===== src/rtl/assert_macros.svh =====
// Assertion macros shared by the VIN check digit validator RTL.
`ifndef ASSERT_MACROS_SVH
`define ASSERT_MACROS_SVH

// Check that a property holds at every clock edge outside reset.
`define VCDV_ASSERT(lbl, clk_i, rst_n_i, prop, msg) \
	lbl: assert property (@(posedge clk_i) disable iff (!rst_n_i) prop) else $error(msg);

// Check that a condition never occurs outside reset.
`define VCDV_NEVER(lbl, clk_i, rst_n_i, expr, msg) \
	lbl: assert property (@(posedge clk_i) disable iff (!rst_n_i) !(expr)) else $error(msg);

`endif


===== src/rtl/vcdv_pkg.sv =====
// Types, constants and helper functions of the VIN check digit validator.
`default_nettype none

package vcdv_pkg;

	localparam int unsigned VCDV_VIN_LEN       = 17;
	localparam int unsigned VCDV_CHECK_POS     = 8;
	localparam int unsigned VCDV_MODULUS       = 11;
	localparam int unsigned VCDV_RECIP         = 187;  // ceil(2^11 / 11)
	localparam int unsigned VCDV_RECIP_SHIFT   = 11;
	localparam int unsigned VCDV_QUEUE_DEPTH   = 2;
	localparam logic [7:0]  VCDV_CHECK_X       = 8'h58;  // 'X'
	localparam logic [7:0]  VCDV_DIGIT_ZERO    = 8'h30;  // '0'
	localparam logic [7:0]  VCDV_FIRST_CHAR_RST = 8'h4C; // 'L'

	localparam logic [1:0] ST_OK        = 2'd0;
	localparam logic [1:0] ST_BAD_FIRST = 2'd1;
	localparam logic [1:0] ST_BAD_CHAR  = 2'd2;
	localparam logic [1:0] ST_MISMATCH  = 2'd3;

	typedef struct packed {
		logic [7:0] char_code;
		logic       start_req;
	} vcdv_in_t;

	typedef struct packed {
		logic       valid_res;
		logic [1:0] status;
		logic [7:0] expected_check;
	} vcdv_out_t;

	// One classified character as it waits between front and back.
	typedef struct packed {
		logic       first;
		logic       bad_first;
		logic       bad_char;
		logic [6:0] prod;
		logic       is_check;
		logic       is_last;
		logic [7:0] char_code;
	} vcdv_ent_t;

	typedef struct packed {
		logic full;
		logic empty;
	} vcdv_qstat_t;

	// Returns {invalid, value}; value is zero for an invalid byte.
	function automatic logic [4:0] vcdv_translit(input logic [7:0] c);
		logic [4:0] r;
		r = {1'b1, 4'd0};
		if (c inside {[8'h30:8'h39]}) begin
			r = {1'b0, 4'(c - 8'h30)};
		end else if (c inside {8'h4F, 8'h51}) begin
			// O and Q sit inside the J-R range but are never allowed
			r = {1'b1, 4'd0};
		end else if (c inside {[8'h41:8'h48]}) begin
			r = {1'b0, 4'(c - 8'h40)};
		end else if (c inside {[8'h4A:8'h52]}) begin
			r = {1'b0, 4'(c - 8'h49)};
		end else if (c inside {[8'h53:8'h5A]}) begin
			r = {1'b0, 4'(c - 8'h51)};
		end
		return r;
	endfunction

	function automatic logic [3:0] vcdv_weight(input logic [4:0] pos);
		logic [3:0] w;
		case (pos)
			5'd0:    w = 4'd8;
			5'd1:    w = 4'd7;
			5'd2:    w = 4'd6;
			5'd3:    w = 4'd5;
			5'd4:    w = 4'd4;
			5'd5:    w = 4'd3;
			5'd6:    w = 4'd2;
			5'd7:    w = 4'd10;
			5'd8:    w = 4'd0;
			5'd9:    w = 4'd9;
			5'd10:   w = 4'd8;
			5'd11:   w = 4'd7;
			5'd12:   w = 4'd6;
			5'd13:   w = 4'd5;
			5'd14:   w = 4'd4;
			5'd15:   w = 4'd3;
			5'd16:   w = 4'd2;
			default: w = 4'd0;
		endcase
		return w;
	endfunction

endpackage

`default_nettype wire


===== src/rtl/vcdv_front.sv =====
// Front end: tracks the character position and classifies each incoming item.
`default_nettype none

module vcdv_front import vcdv_pkg::*; (
	input  wire logic        clk,
	input  wire logic        arst_n,
	input  wire logic        in_valid,
	output logic             in_stall,
	input  wire vcdv_in_t    in_data,
	input  wire logic [7:0]  first_char,
	input  wire vcdv_qstat_t qstat,
	output logic             push,
	output vcdv_ent_t        push_data
);

	logic [4:0] pos_q;
	logic [4:0] pos_eff;
	logic       active;
	logic       accept;
	logic [4:0] tl;
	logic [3:0] wt;
	logic [7:0] prod_full;

	assign in_stall = qstat.full;
	assign accept   = in_valid && !in_stall;
	assign pos_eff  = in_data.start_req ? 5'd0 : pos_q;
	assign active   = pos_eff < 5'(VCDV_VIN_LEN);
	assign push     = accept && active;

	assign tl        = vcdv_translit(in_data.char_code);
	assign wt        = vcdv_weight(pos_eff);
	assign prod_full = 8'(tl[3:0]) * 8'(wt);

	always_comb begin
		push_data.first     = pos_eff == 5'd0;
		push_data.bad_first = (pos_eff == 5'd0) && (in_data.char_code != first_char);
		push_data.bad_char  = tl[4];
		push_data.prod      = prod_full[6:0];
		push_data.is_check  = pos_eff == 5'(VCDV_CHECK_POS);
		push_data.is_last   = pos_eff == 5'(VCDV_VIN_LEN - 1);
		push_data.char_code = in_data.char_code;
	end

	// Bytes past the end are dropped and leave the position idle.
	always_ff @(posedge clk or negedge arst_n) begin
		if (!arst_n) begin
			pos_q <= 5'd0;
		end else if (push) begin
			pos_q <= pos_eff + 5'd1;
		end
	end

endmodule

`default_nettype wire


===== src/rtl/vcdv_queue.sv =====
// Short queue of classified items between front and back.
`default_nettype none

module vcdv_queue import vcdv_pkg::*; #(
	parameter int unsigned Depth = VCDV_QUEUE_DEPTH
) (
	input  wire logic      clk,
	input  wire logic      arst_n,
	input  wire logic      push,
	input  wire vcdv_ent_t push_data,
	input  wire logic      pop,
	output vcdv_ent_t      pop_data,
	output vcdv_qstat_t    qstat
);

	localparam int unsigned PtrW = $clog2(Depth);
	localparam int unsigned CntW = $clog2(Depth + 1);

	vcdv_ent_t      mem_q [Depth];
	logic [PtrW-1:0] wr_ptr_q;
	logic [PtrW-1:0] rd_ptr_q;
	logic [CntW-1:0] cnt_q;

	assign qstat.full  = cnt_q == CntW'(Depth);
	assign qstat.empty = cnt_q == '0;
	assign pop_data    = mem_q[rd_ptr_q];

	always_ff @(posedge clk) begin
		if (push) begin
			mem_q[wr_ptr_q] <= push_data;
		end
	end

	always_ff @(posedge clk or negedge arst_n) begin
		if (!arst_n) begin
			wr_ptr_q <= '0;
			rd_ptr_q <= '0;
			cnt_q    <= '0;
		end else begin
			if (push) begin
				wr_ptr_q <= (wr_ptr_q == PtrW'(Depth - 1)) ? '0 : wr_ptr_q + 1'b1;
			end
			if (pop) begin
				rd_ptr_q <= (rd_ptr_q == PtrW'(Depth - 1)) ? '0 : rd_ptr_q + 1'b1;
			end
			case ({push, pop})
				2'b10:   cnt_q <= cnt_q + 1'b1;
				2'b01:   cnt_q <= cnt_q - 1'b1;
				default: cnt_q <= cnt_q;
			endcase
		end
	end

endmodule

`default_nettype wire


===== src/rtl/vcdv_back.sv =====
// Back end: accumulates the mod-11 sum and error state and issues the result.
`default_nettype none

module vcdv_back import vcdv_pkg::*; (
	input  wire logic        clk,
	input  wire logic        arst_n,
	input  wire vcdv_ent_t   ent,
	input  wire vcdv_qstat_t qstat,
	output logic             pop,
	output logic             out_valid,
	input  wire logic        out_stall,
	output vcdv_out_t        out_data
);

	logic [3:0]  sum_q;
	logic [1:0]  err_q;
	logic [7:0]  stored_q;
	logic        out_valid_q;
	vcdv_out_t   out_q;

	logic        out_free;
	logic [3:0]  base_sum;
	logic [1:0]  base_err;
	logic [6:0]  total;
	logic [14:0] quot_full;
	logic [3:0]  quot;
	logic [6:0]  rem_full;
	logic [3:0]  sum_nxt;
	logic [1:0]  err_nxt;
	logic [7:0]  stored_nxt;
	logic [7:0]  check;
	logic [1:0]  stat;
	vcdv_out_t   res;

	assign out_free  = !out_valid_q || !out_stall;
	assign pop       = !qstat.empty && (!ent.is_last || out_free);
	assign out_valid = out_valid_q;
	assign out_data  = out_q;

	// A new VIN starts from a clean sum and error.
	assign base_sum = ent.first ? 4'd0 : sum_q;
	assign base_err = ent.first ? ST_OK : err_q;

	// Reduce mod 11 by a reciprocal multiply; total never exceeds 100.
	assign total     = 7'(base_sum) + ent.prod;
	assign quot_full = 15'(total) * 15'(VCDV_RECIP);
	assign quot      = quot_full[14:VCDV_RECIP_SHIFT];
	assign rem_full  = total - 7'(quot) * 7'(VCDV_MODULUS);
	assign sum_nxt   = rem_full[3:0];

	always_comb begin
		err_nxt = base_err;
		if (ent.bad_first && err_nxt == ST_OK) begin
			err_nxt = ST_BAD_FIRST;
		end
		if (ent.bad_char && err_nxt == ST_OK) begin
			err_nxt = ST_BAD_CHAR;
		end
	end

	assign stored_nxt = ent.is_check ? ent.char_code : stored_q;
	assign check = (sum_nxt == 4'(VCDV_MODULUS - 1)) ? VCDV_CHECK_X
		: VCDV_DIGIT_ZERO + 8'(sum_nxt);

	always_comb begin
		stat = err_nxt;
		if (stat == ST_OK && check != stored_nxt) begin
			stat = ST_MISMATCH;
		end
		res.valid_res      = stat == ST_OK;
		res.status         = stat;
		res.expected_check = (stat == ST_BAD_FIRST || stat == ST_BAD_CHAR) ? 8'd0 : check;
	end

	always_ff @(posedge clk or negedge arst_n) begin
		if (!arst_n) begin
			sum_q       <= 4'd0;
			err_q       <= ST_OK;
			stored_q    <= 8'd0;
			out_valid_q <= 1'b0;
		end else begin
			if (pop) begin
				sum_q    <= sum_nxt;
				err_q    <= err_nxt;
				stored_q <= stored_nxt;
			end
			if (pop && ent.is_last) begin
				out_valid_q <= 1'b1;
			end else if (!out_stall) begin
				out_valid_q <= 1'b0;
			end
		end
	end

	// Hold the result while stalled; load only on the last character.
	always_ff @(posedge clk) begin
		if (pop && ent.is_last) begin
			out_q <= res;
		end
	end

endmodule

`default_nettype wire


===== src/rtl/vin_check_digit_validator_core.sv =====
// VIN check digit validator: takes 17 ASCII characters, gives one verdict.
// Throughput: one character per cycle while in_stall is low.
// Output: the 17th character is written into the queue on the edge that takes it;
// out_valid rises once the back end pops it and registers the verdict.
// Reset: clears position, sum, error, queue and output valid; the region letter becomes 'L'.
`default_nettype none

`include "assert_macros.svh"

module vin_check_digit_validator_core import vcdv_pkg::*; #(
	parameter int unsigned QueueDepth = VCDV_QUEUE_DEPTH
) (
	input  wire logic       clk,
	input  wire logic       arst_n,
	input  wire logic       in_valid,
	output logic            in_stall,
	input  wire vcdv_in_t   in_data,
	output logic            out_valid,
	input  wire logic       out_stall,
	output vcdv_out_t       out_data,
	input  wire logic       cfg_we,
	input  wire logic [7:0] cfg_wdata
);

	logic [7:0]  first_char_q;
	logic        push;
	logic        pop;
	vcdv_ent_t   push_data;
	vcdv_ent_t   pop_data;
	vcdv_qstat_t qstat;

	always_ff @(posedge clk or negedge arst_n) begin
		if (!arst_n) begin
			first_char_q <= VCDV_FIRST_CHAR_RST;
		end else if (cfg_we) begin
			first_char_q <= cfg_wdata;
		end
	end

	vcdv_front u_front (
		.clk        (clk),
		.arst_n     (arst_n),
		.in_valid   (in_valid),
		.in_stall   (in_stall),
		.in_data    (in_data),
		.first_char (first_char_q),
		.qstat      (qstat),
		.push       (push),
		.push_data  (push_data)
	);

	vcdv_queue #(
		.Depth (QueueDepth)
	) u_queue (
		.clk       (clk),
		.arst_n    (arst_n),
		.push      (push),
		.push_data (push_data),
		.pop       (pop),
		.pop_data  (pop_data),
		.qstat     (qstat)
	);

	vcdv_back u_back (
		.clk       (clk),
		.arst_n    (arst_n),
		.ent       (pop_data),
		.qstat     (qstat),
		.pop       (pop),
		.out_valid (out_valid),
		.out_stall (out_stall),
		.out_data  (out_data)
	);

	`VCDV_ASSERT(a_valid_res_matches, clk, arst_n, out_valid |-> (out_data.valid_res == (out_data.status == ST_OK)), "valid_res disagrees with status")
	`VCDV_ASSERT(a_no_check_on_error, clk, arst_n, (out_valid && (out_data.status == ST_BAD_FIRST || out_data.status == ST_BAD_CHAR)) |-> (out_data.expected_check == 8'd0), "check character given on error")
	`VCDV_NEVER(a_queue_state, clk, arst_n, qstat.full && qstat.empty, "queue full and empty at once")
	`VCDV_NEVER(a_pop_from_empty, clk, arst_n, pop && qstat.empty, "pop from empty queue")

endmodule

`default_nettype wire

===== config.mk =====
export PLATFORM = sky130hd
export DESIGN_NAME = vin_check_digit_validator_core
export DESIGN_NICKNAME = d
export VERILOG_FILES = /design/src/rtl/vcdv_pkg.sv /design/src/rtl/vcdv_front.sv /design/src/rtl/vcdv_queue.sv /design/src/rtl/vcdv_back.sv /design/src/rtl/vin_check_digit_validator_core.sv
export VERILOG_INCLUDE_DIRS = /design/src /design/src/rtl
export SDC_FILE = /design/constraint.sdc
export NUM_CORES = 1
export LEC_CHECK = 0
export BUFFER_PORTS_ARGS = -buffer_cell sky130_fd_sc_hd__buf_2
export CAP_MARGIN = 20
export CORE_AREA = 3 3 130 101
export CTS_CLUSTER_SIZE = 16
export DETAILED_ROUTE_END_ITERATION = 7
export DIE_AREA = 0 0 133 104
export PLACE_DENSITY = 0.66
export SYNTH_ARGS = -nofsm -noshare
export SYNTH_HDL_FRONTEND = slang
export SYNTH_SLANG_ARGS = --single-unit

===== constraint.sdc =====
create_clock -name clk -period 12.4 [get_ports clk]
set_clock_uncertainty 0.1 [all_clocks]
set_input_delay 1.86 -clock clk [delete_from_list [all_inputs] [get_ports clk]]
set_output_delay 1.86 -clock clk [all_outputs]
set_load 0.1 [all_outputs]

==> results of run 1 <==
==> logic make-up (layout without fill, tap and decap cells) <==
family | Yosys count | in the layout | synth area share
other cells | 1 | 1 | 0.000636
flops | 82 | 82 | 0.391
mux | 36 | 36 | 0.0658
buf+inv | 72 | 108 | 0.0467
fa+ha+maj | 86 | 86 | 0.209
compound gates | 93 | 93 | 0.105
xor+xnor | 39 | 39 | 0.0666
simple gates | 139 | 139 | 0.115
==> stage by stage <==
stage | setup slack [ns] | cell area, µm² | cells | hold WS, ns | util
5_1_grt | 2.61 | 6520 | 750 | 0.408 | 0.541
4_1_cts | 3.06 | 6520 | 750 | 0.389 | 0.541
3_3_place_gp | 3.32 | 6230 | 734 | 0.364 | 0.517
6_report | 3.08 | 6520 | 750 | 0.391 | 0.541
3_5_place_dp | 3.07 | 6230 | 734 | 0.368 | 0.517
2_1_floorplan | 2.85 | 5900 | 548 | 0.338 | -
==> sequential cells by signal, summed over array words and instances (netlist names) <==
register / cells
u_queue.mem_q: 40
u_back.out_data: 10
first_char_q: 8
u_back.stored_q: 8
u_front.pos_q: 5
u_back.sum_q: 4
u_back.err_q: 2
u_queue.cnt_q: 2
u_back.out_valid: 1
u_queue.rd_ptr_q: 1
u_queue.wr_ptr_q: 1
==> layer usage <==
layer  wire, µm  global-route usage
met1       5760               0.253
met2       5010               0.258
met3        467              0.0401
met4        121              0.0289
met5          0                   0
==> critical path: cells and delay by family (launching register included) <==
family | cells | cell delay, ns
xor gates and xnor gates | 5 | 1.56
buffers and inverters | 6 | 0.73
AOI/OAI and AO/OA | 7 | 1.34
and+or+nand+nor | 3 | 0.40
muxes | 2 | 0.75
adders and majority gates | 9 | 3.79
DFF | 1 | 0.39
==> cell usage in the layout, fill, tap and decap left out, types with 5 or more instances in the layout <==
cell type / count
mux2_2: 18
nor2_1: 38
a211oi_1: 5
a31oi_1: 5
nor2b_1: 8
ha_1: 65
a21o_1: 6
and2_1: 6
edfxtp_1: 50
buf_2: 33
nand2b_1: 8
dfrtp_1: 29
fa_1: 21
clkbuf_16: 10
a21oi_1: 18
inv_1: 55
xnor2_1: 17
o21ai_0: 28
mux2i_1: 17
xor2_1: 17
nand2_1: 36
nor3_1: 8
nand3_1: 11
==> worst max-delay path by stage <==
stage	startpoint	endpoint	slack, ns	cells after the start
5_1_grt	u_queue.rd_ptr_q	u_back.out_data[10]	2.61	31
3_3_place_gp	u_queue.rd_ptr_q	u_back.out_data[10]	3.32	32
4_1_cts	u_queue.rd_ptr_q	u_back.out_data[10]	3.06	32
2_1_floorplan	u_queue.rd_ptr_q	u_back.out_data[10]	2.85	35
6_report	u_queue.rd_ptr_q	u_back.out_data[10]	3.08	32
3_5_place_dp	u_queue.rd_ptr_q	u_back.out_data[10]	3.07	32
==> area by class of cell <==
class / count / share of cell area
well taps: 166 / 0.0319
multi-input cells: 394 / 0.509
clock inverters: 2 / 0.00173
repair buffers: 37 / 0.0299
inverters: 55 / 0.0317
clock buffers: 14 / 0.0422
flip-flops and latches: 82 / 0.354
==> flow_summary_export.csv, run 1 <==
group,metric,value,unit
flow_run,maxCapViolations,0,
clocking,cts_made_buffers,9,
cells_and_area,final_layout_size_suffix_gt1_frac,0.149,
yosys,syn_nets,656,
clocking,cts_hold_buf,0,
yosys,yosysMostFrequentCell,"ha_1",
sta,finalSetupViolCount,0,
yosys,ys_seq_elements,82,
worst_setup_path,cpMaxStageDelayCell,"fa_1",
route,post-route-drc-count,0,
route,routed_wl,11400,µm
worst_setup_path,cp_max_fo,24,
worst_setup_path,cp.required,12.39,ns
sta,slew_viol_final,0,
sta,relSlewSlack,0.460,
global_route,grtUsageTotal,0.170,
clocking,postCtsSetupBuffers,0,
route,first_iter_violations,308,
global_route,overflow,0,
die,dieArea,13800,µm²
clocking,cts_tree,"done",
yosys,yosysUniqueCellTypes,64,
cells_and_area,antenna_cells,0,
place,port_buffers,33,
die,fp.dieH,104,µm
sta,finalHoldViolations,0,
clocking,clockRootBuffer,"clkbuf_16",
clocking,cts_resized,0,
sta,finalSetupTns,0,ns
worst_setup_path,end_kind,"register",
global_route,grt_max_degree,33,
worst_setup_path,timing.rr.end,"u_back.out_data[10]",
die,die_w,133,µm
cells_and_area,area_delta_synth_final,10.5,%
yosys,synth_common_cells,"65 x ha_1, 55 x inv_1, 50 x edfxtp_1",
route,drt_first_pass_iters,4,
yosys,syn-cell-area,5900,µm²
worst_setup_path,slowest_delay,0.55,ns
worst_setup_path,r2r_cells,32,
outcome,status,"completed",
route,drtAntennaViolNets,0,
hold_path,worstHoldEndpoint,"u_back.stored_q[1]",
worst_setup_path,path_class,"register to register",
cells_and_area,nFillCells,1057,
die,core_area,12000,µm²
yosys,syn_avg_cell_area,10.8,µm²
yosys,synthArstFlopShare,0.390,
die,rows,35,
sta,fmax,107,MHz
yosys,synth-warning-count,0,
cells_and_area,fin_nets,687,
die,start_util,0.490,
cells_and_area,regArea,2310,µm²
yosys,ys_top_cells_by_area,"edfxtp_1 25%, ha_1 14%, dfrtp_1 12%",
clocking,clk_pin_slew,0.06,ns
sta,worst_slew_pin_slew,0.810,ns
place,gp_congestion,0.845,
route,vias,4057,
yosys,synth_edf_count,50,
worst_setup_path,worstReg2RegStart,"u_queue.rd_ptr_q",
clocking,clock_sinks,82,
clocking,cts_buffer_depth,2,
yosys,synth_top_area_frac,0.255,
die,io_pins,35,
worst_setup_path,cp.arrival,9.31,ns
global_route,grt_first_pass_wirelength,19300,µm
clocking,cts_htree_levels,3,
yosys,synth_ff_type,"edfxtp_1",
global_route,grt_pass1_vias,3992,
global_route,antenna_found_initial,0,
hold_path,hold_depth,2,
worst_setup_path,worst_setup_path_start_kind,"register",
yosys,syn_inst,548,
clocking,clock_latency,0.33,ns
sta,period_minus_slack,9.32,ns
yosys,post-synth-top-area-cell,"edfxtp_1",
sta,finalCritPeriodShare,0.752,
place,hpwl,8760,µm
hold_path,min_path_type,"register to register",
sta,rsz0062_at_grt,"false",
yosys,seq_area_frac_synth,0.391,
route,wl_per_cell,15.1,µm
worst_setup_path,r2r_setup_slack,3.08,ns
cells_and_area,multi_input_area,3320,µm²
hold_path,min_from,"u_back.stored_q[1]",
route,via_per_inst,5.41,
Power of run 1 is left out: the tool's default activity adds up to more than one toggle a clock period on the data nets, which glitch-free logic cannot reach.
==> run 2, diff against run 1 <==
Settings changed: PLACE_DENSITY 0.66 to 0.69.
Clock period 12.4 ns to 8.5 ns, I/O delays scaled along.
==> run 2 against run 1 <==
  * Non-clock buffer count is 17 higher
  * Sequential cell count stayed put
  * Utilization is 2.4 points higher
  * Die area stayed put
  * Critical endpoint unchanged
  * Highest routed layer unchanged
==> flow_summary_export.csv, run 2 (synthesis results as in run 1) <==
group,metric,value,unit
clocking,cts_hold_buf,0,
worst_setup_path,slowest_delay,0.51,ns
die,die_w,133,µm
clocking,cts_htree_levels,3,
worst_setup_path,cp.required,8.49,ns
hold_path,min_from,"u_back.stored_q[6]",
sta,finalHoldViolations,0,
worst_setup_path,end_kind,"register",
sta,slew_viol_final,0,
cells_and_area,largest_reg_flops,40,
cells_and_area,final_layout_size_suffix_gt1_frac,0.221,
route,via_per_inst,5.32,
sta,finalSetupViolCount,0,
flow_run,maxCapViolations,0,
sta,rsz0062_at_grt,"true",
worst_setup_path,cp_top_family,"adder cells",
cells_and_area,antenna_cells,0,
cells_and_area,multi_input_area,3490,µm²
place,hpwl,8790,µm
route,drtAntennaViolNets,0,
global_route,use_met1,0.253,
cells_and_area,layout_commonest_cell,"ha_1",
global_route,grt_first_pass_wirelength,19600,µm
sta,fmax,121,MHz
clocking,cts_buffer_depth,2,
die,core_area,12000,µm²
route,vias,4082,
route,first_iter_violations,344,
global_route,antenna_found_initial,0,
worst_setup_path,cp.arrival,8.23,ns
worst_setup_path,cpMaxStageDelayCell,"fa_1",
global_route,grt_use_met3,0.0334,
worst_setup_path,r2r_setup_slack,0.26,ns
worst_setup_path,cp.depth,34,
place,port_buffers,33,
worst_setup_path,crit_start,"u_queue.rd_ptr_q",
place,placed_area,6350,µm²
die,fp.dieH,104,µm
clocking,cts_made_buffers,9,
route,routed_wl,11700,µm
clocking,clock_latency,0.33,ns
clocking,clockRootBuffer,"clkbuf_16",
global_route,grt_pass1_vias,4113,
clocking,cts_tree,"done",
clocking,clk_pin_slew,0.06,ns
cells_and_area,mostFrequentLayoutCells,"59 x ha_1, 50 x inv_1, 50 x edfxtp_1, 38 x nor2_1, 36 x nand2_1",
worst_setup_path,cp_max_fo,5,
cells_and_area,area_delta_synth_final,15.5,%
sta,finalCritPeriodShare,0.970,
route,post-route-drc-count,0,
global_route,busiest_layer,"met2",
die,io_pins,35,
route,wl_per_cell,15.3,µm
die,rows,35,
sta,worst_slew_pin_slew,0.921,ns
cells_and_area,fin_nets,704,
die,start_util,0.490,
clocking,clock_sinks,82,
cells_and_area,nFillCells,978,
worst_setup_path,timing.rr.end,"u_back.out_data[10]",
global_route,grtUsageTotal,0.173,
sta,worst_hold_slack,0.384,ns
worst_setup_path,worstReg2RegStart,"u_queue.rd_ptr_q",
worst_setup_path,path_buf_inv,4,
hold_path,min_path_type,"register to register",
worst_setup_path,cp-endpoint,"u_back.out_data[10]",
cells_and_area,fin_util,0.566,
cells_and_area,regArea,2310,µm²
route,drt_first_pass_iters,5,
die,dieArea,13800,µm²
sta,relSlewSlack,0.386,
global_route,use_met2,0.266,
worst_setup_path,path_class,"register to register",
cells_and_area,top_register,"u_queue.mem_q",
worst_setup_path,r2r_cells,34,
outcome,status,"completed",
worst_setup_path,worst_setup_path_start_kind,"register",
global_route,overflow,0,
cells_and_area,fin_area,6810,µm²
sta,period_minus_slack,8.24,ns
place,gp_congestion,0.888,
global_route,grt_max_degree,33,
worst_setup_path,cp_common_cell,"inv_2",
## run 2: worst min-delay path by stage
stage	end	slack [ns]	cells after the start
floorplan	u_back.sum_q[1]	0.34	2
global placement	u_back.stored_q[1]	0.37	2
detailed placement	u_back.stored_q[3]	0.38	2
CTS	u_back.stored_q[3]	0.39	2
global route	u_back.err_q[1]	0.43	2
finish	u_back.stored_q[6]	0.38	2
## run 2: per-stage QoR
step                      instances  setup WS [ns]  TNS [ns]
after global routing            767        -0.0882    -0.220
after detailed placement        739        -0.0829    -0.101
after CTS                       757         0.0196         0
after floorplan                 548         0.0451         0
final                           767          0.259         0
after global placement          739          0.288         0
## run 2: cell type report
cell class	count	share of cell area
Timing Repair Buffer	54	0.0479
Inverter	55	0.0303
Tap cell	166	0.0305
Multi-Input combinational cell	394	0.513
Clock buffer	10	0.0351
Sequential cell	82	0.339
Clock inverter	6	0.00478
## run 2: routing by layer
layer | share of wire | up-vias
met2 | 0.46 | 113
met1 | 0.49 | 1939
met5 | 0 | -
li1 | - | 2017
met3 | 0.044 | 13
met4 | 0.011 | 0
## run 2: worst register-to-register path: cells and delay by family (launching register included)
family / cells / cell delay (ns)
xor gates and xnor gates: 6 / 1.23
adders and majority gates: 10 / 3.32
DFF: 1 / 0.46
muxes: 2 / 0.56
buffers and inverters: 4 / 0.23
and+or+nand+nor: 3 / 0.40
AOI/OAI and AO/OA: 9 / 1.67
## run 2: what timing repair did
action / in CTS / in global routing
setup endpoints to repair: 3 / 6
gates resized for setup: 2 / 20
setup buffers: 2 / 10
pin swaps: 0 / 29
Power of run 2 is left out for the same reason.
==> run 3, diff against run 2 <==
Settings changed: CORE_AREA 3 3 130 101 to 3 3 137 106, DIE_AREA 0 0 133 104 to 0 0 140 109, PLACE_DENSITY 0.69 to not set, REMOVE_ABC_BUFFERS set to 1.
==> run 3 against run 2 <==
  * Cell count is 2.7% higher
  * Fmax is 0.37% higher
  * Sequential cell count is the same
  * Via count hardly changed
  * Count of clock-buffer cells in the layout grew 1
  * Utilization shrank 3.4 points
  * Critical path depth increased by 1
  * Critical endpoint unchanged
==> flow_summary_export.csv, run 3 (synthesis results as in run 1) <==
group,metric,value,unit
worst_setup_path,worst_setup_path_start_kind,"register",
die,core_area,13100,µm²
worst_setup_path,worstReg2RegStart,"u_queue.rd_ptr_q",
sta,worst_hold_slack,0.387,ns
route,post-route-drc-count,0,
global_route,antenna_found_initial,0,
sta,finalSetupViolCount,0,
worst_setup_path,cp.required,8.49,ns
route,wl_per_cell,15.4,µm
cells_and_area,nFillCells,1163,
die,fp.dieH,109,µm
worst_setup_path,cp_top_family,"adder cells",
clocking,clockRootBuffer,"clkbuf_16",
worst_setup_path,cp_common_cell,"ha_1",
cells_and_area,top_register,"u_queue.mem_q",
flow_run,maxCapViolations,0,
hold_path,min_from,"u_back.err_q[1]",
die,dieArea,15300,µm²
sta,relSlewSlack,0.453,
cells_and_area,mostFrequentLayoutCells,"57 x ha_1, 53 x inv_1, 50 x edfxtp_1, 38 x nor2_1, 36 x nand2_1",
route,vias,4079,
global_route,grtUsageTotal,0.165,
clocking,cts_tree,"done",
die,rows,36,
cells_and_area,final_cell_count_no_fill,788,
die,io_pins,35,
cells_and_area,antenna_cells,0,
sta,finalHoldViolations,0,
cells_and_area,largest_reg_flops,40,
global_route,grt_pass1_vias,4162,
sta,worst_slew_pin_slew,0.821,ns
clocking,cts_htree_levels,3,
route,drtAntennaViolNets,0,
worst_setup_path,cp_max_fo,5,
clocking,cts_hold_buf,0,
worst_setup_path,cp.arrival,8.20,ns
place,hpwl,9350,µm
die,start_util,0.451,
route,drt_first_pass_iters,4,
worst_setup_path,path_class,"register to register",
clocking,cts_buffer_depth,2,
cells_and_area,area_delta_synth_final,17.7,%
worst_setup_path,path_buf_inv,6,
clocking,clock_sinks,82,
worst_setup_path,slowest_delay,0.52,ns
clocking,clk_pin_slew,0.06,ns
cells_and_area,final_layout_size_suffix_gt1_frac,0.232,
global_route,grt_first_pass_wirelength,20200,µm
clocking,clock_latency,0.33,ns
sta,finalCritPeriodShare,0.966,
route,via_per_inst,5.18,
cells_and_area,fin_nets,720,
place,port_buffers,33,
place,gp_congestion,0.836,
sta,fmax,122,MHz
global_route,grt_max_degree,33,
sta,period_minus_slack,8.21,ns
route,routed_wl,12100,µm
clocking,cts_made_buffers,9,
cells_and_area,fin_util,0.531,
cells_and_area,layout_commonest_cell,"ha_1",
hold_path,min_path_type,"register to register",
place,placed_cells,766,
route,first_iter_violations,169,
worst_setup_path,cpMaxStageDelayCell,"fa_1",
worst_setup_path,end_kind,"register",
worst_setup_path,crit_start,"u_queue.rd_ptr_q",
global_route,overflow,0,
outcome,status,"completed",
sta,slew_viol_final,0,
die,die_w,140,µm
[run 3: path summary, 6_finish.rpt]
path	end	slack [ns]	depth (start not counted)
worst max-delay path	u_back.out_data[10]	0.29	35
worst min-delay path	u_back.err_q[1]	0.39	2
worst max register to register	u_back.out_data[10]	0.29	35
worst min register to register	u_back.err_q[1]	0.39	2
max in group asynchronous	u_queue.rd_ptr_q	6.82	1
min in group asynchronous	u_back.stored_q[6]	0.93	1
[run 3: cell type report]
class / instances / area [µm²] / share of cell area
Clock buffer: 11 / 233 / 0.0335
Clock inverter: 5 / 78.8 / 0.0114
Inverter: 55 / 206 / 0.0298
Multi-Input combinational cell: 394 / 3450 / 0.497
Sequential cell: 82 / 2310 / 0.332
Tap cell: 171 / 214 / 0.0308
Timing Repair Buffer: 70 / 450 / 0.0649
[run 3: repair_timing]
| action | CTS | global route |
|---|---|---|
| setup endpoints to repair | 3 | 4 |
| gates resized for setup | 1 | 24 |
| pin swaps | 3 | 14 |
| setup buffers | 1 | 5 |
[run 3: stage by stage]
| step | instance area, µm² | TNS [ns] | setup slack, ns |
|---|---|---|---|
| 3_5_place_dp | 6440 | -0.210 | -0.128 |
| 3_3_place_gp | 6440 | 0 | 0.0203 |
| 5_1_grt | 6940 | -0.0282 | -0.0282 |
| 4_1_cts | 6770 | 0 | 0.00118 |
| 6_report | 6940 | 0 | 0.289 |
| 2_1_floorplan | 5830 | -2.89 | -0.769 |
[run 3: per-layer routing]
metal  wire length, µm  global-route usage  up-vias
met5                 0                   0        -
met4               210              0.0519        0
met3               445              0.0338       20
met2              5440               0.261       82
met1              6030               0.230     1923
li1                  -                   -     2054
[run 3: tightest hold or removal path, stage by stage (launching register included)]
cell and delay [ns]:
dfrtp_1 0.34, nand2_1 0.05, o21ai_0 0.06
Power of run 3 is left out for the same reason.
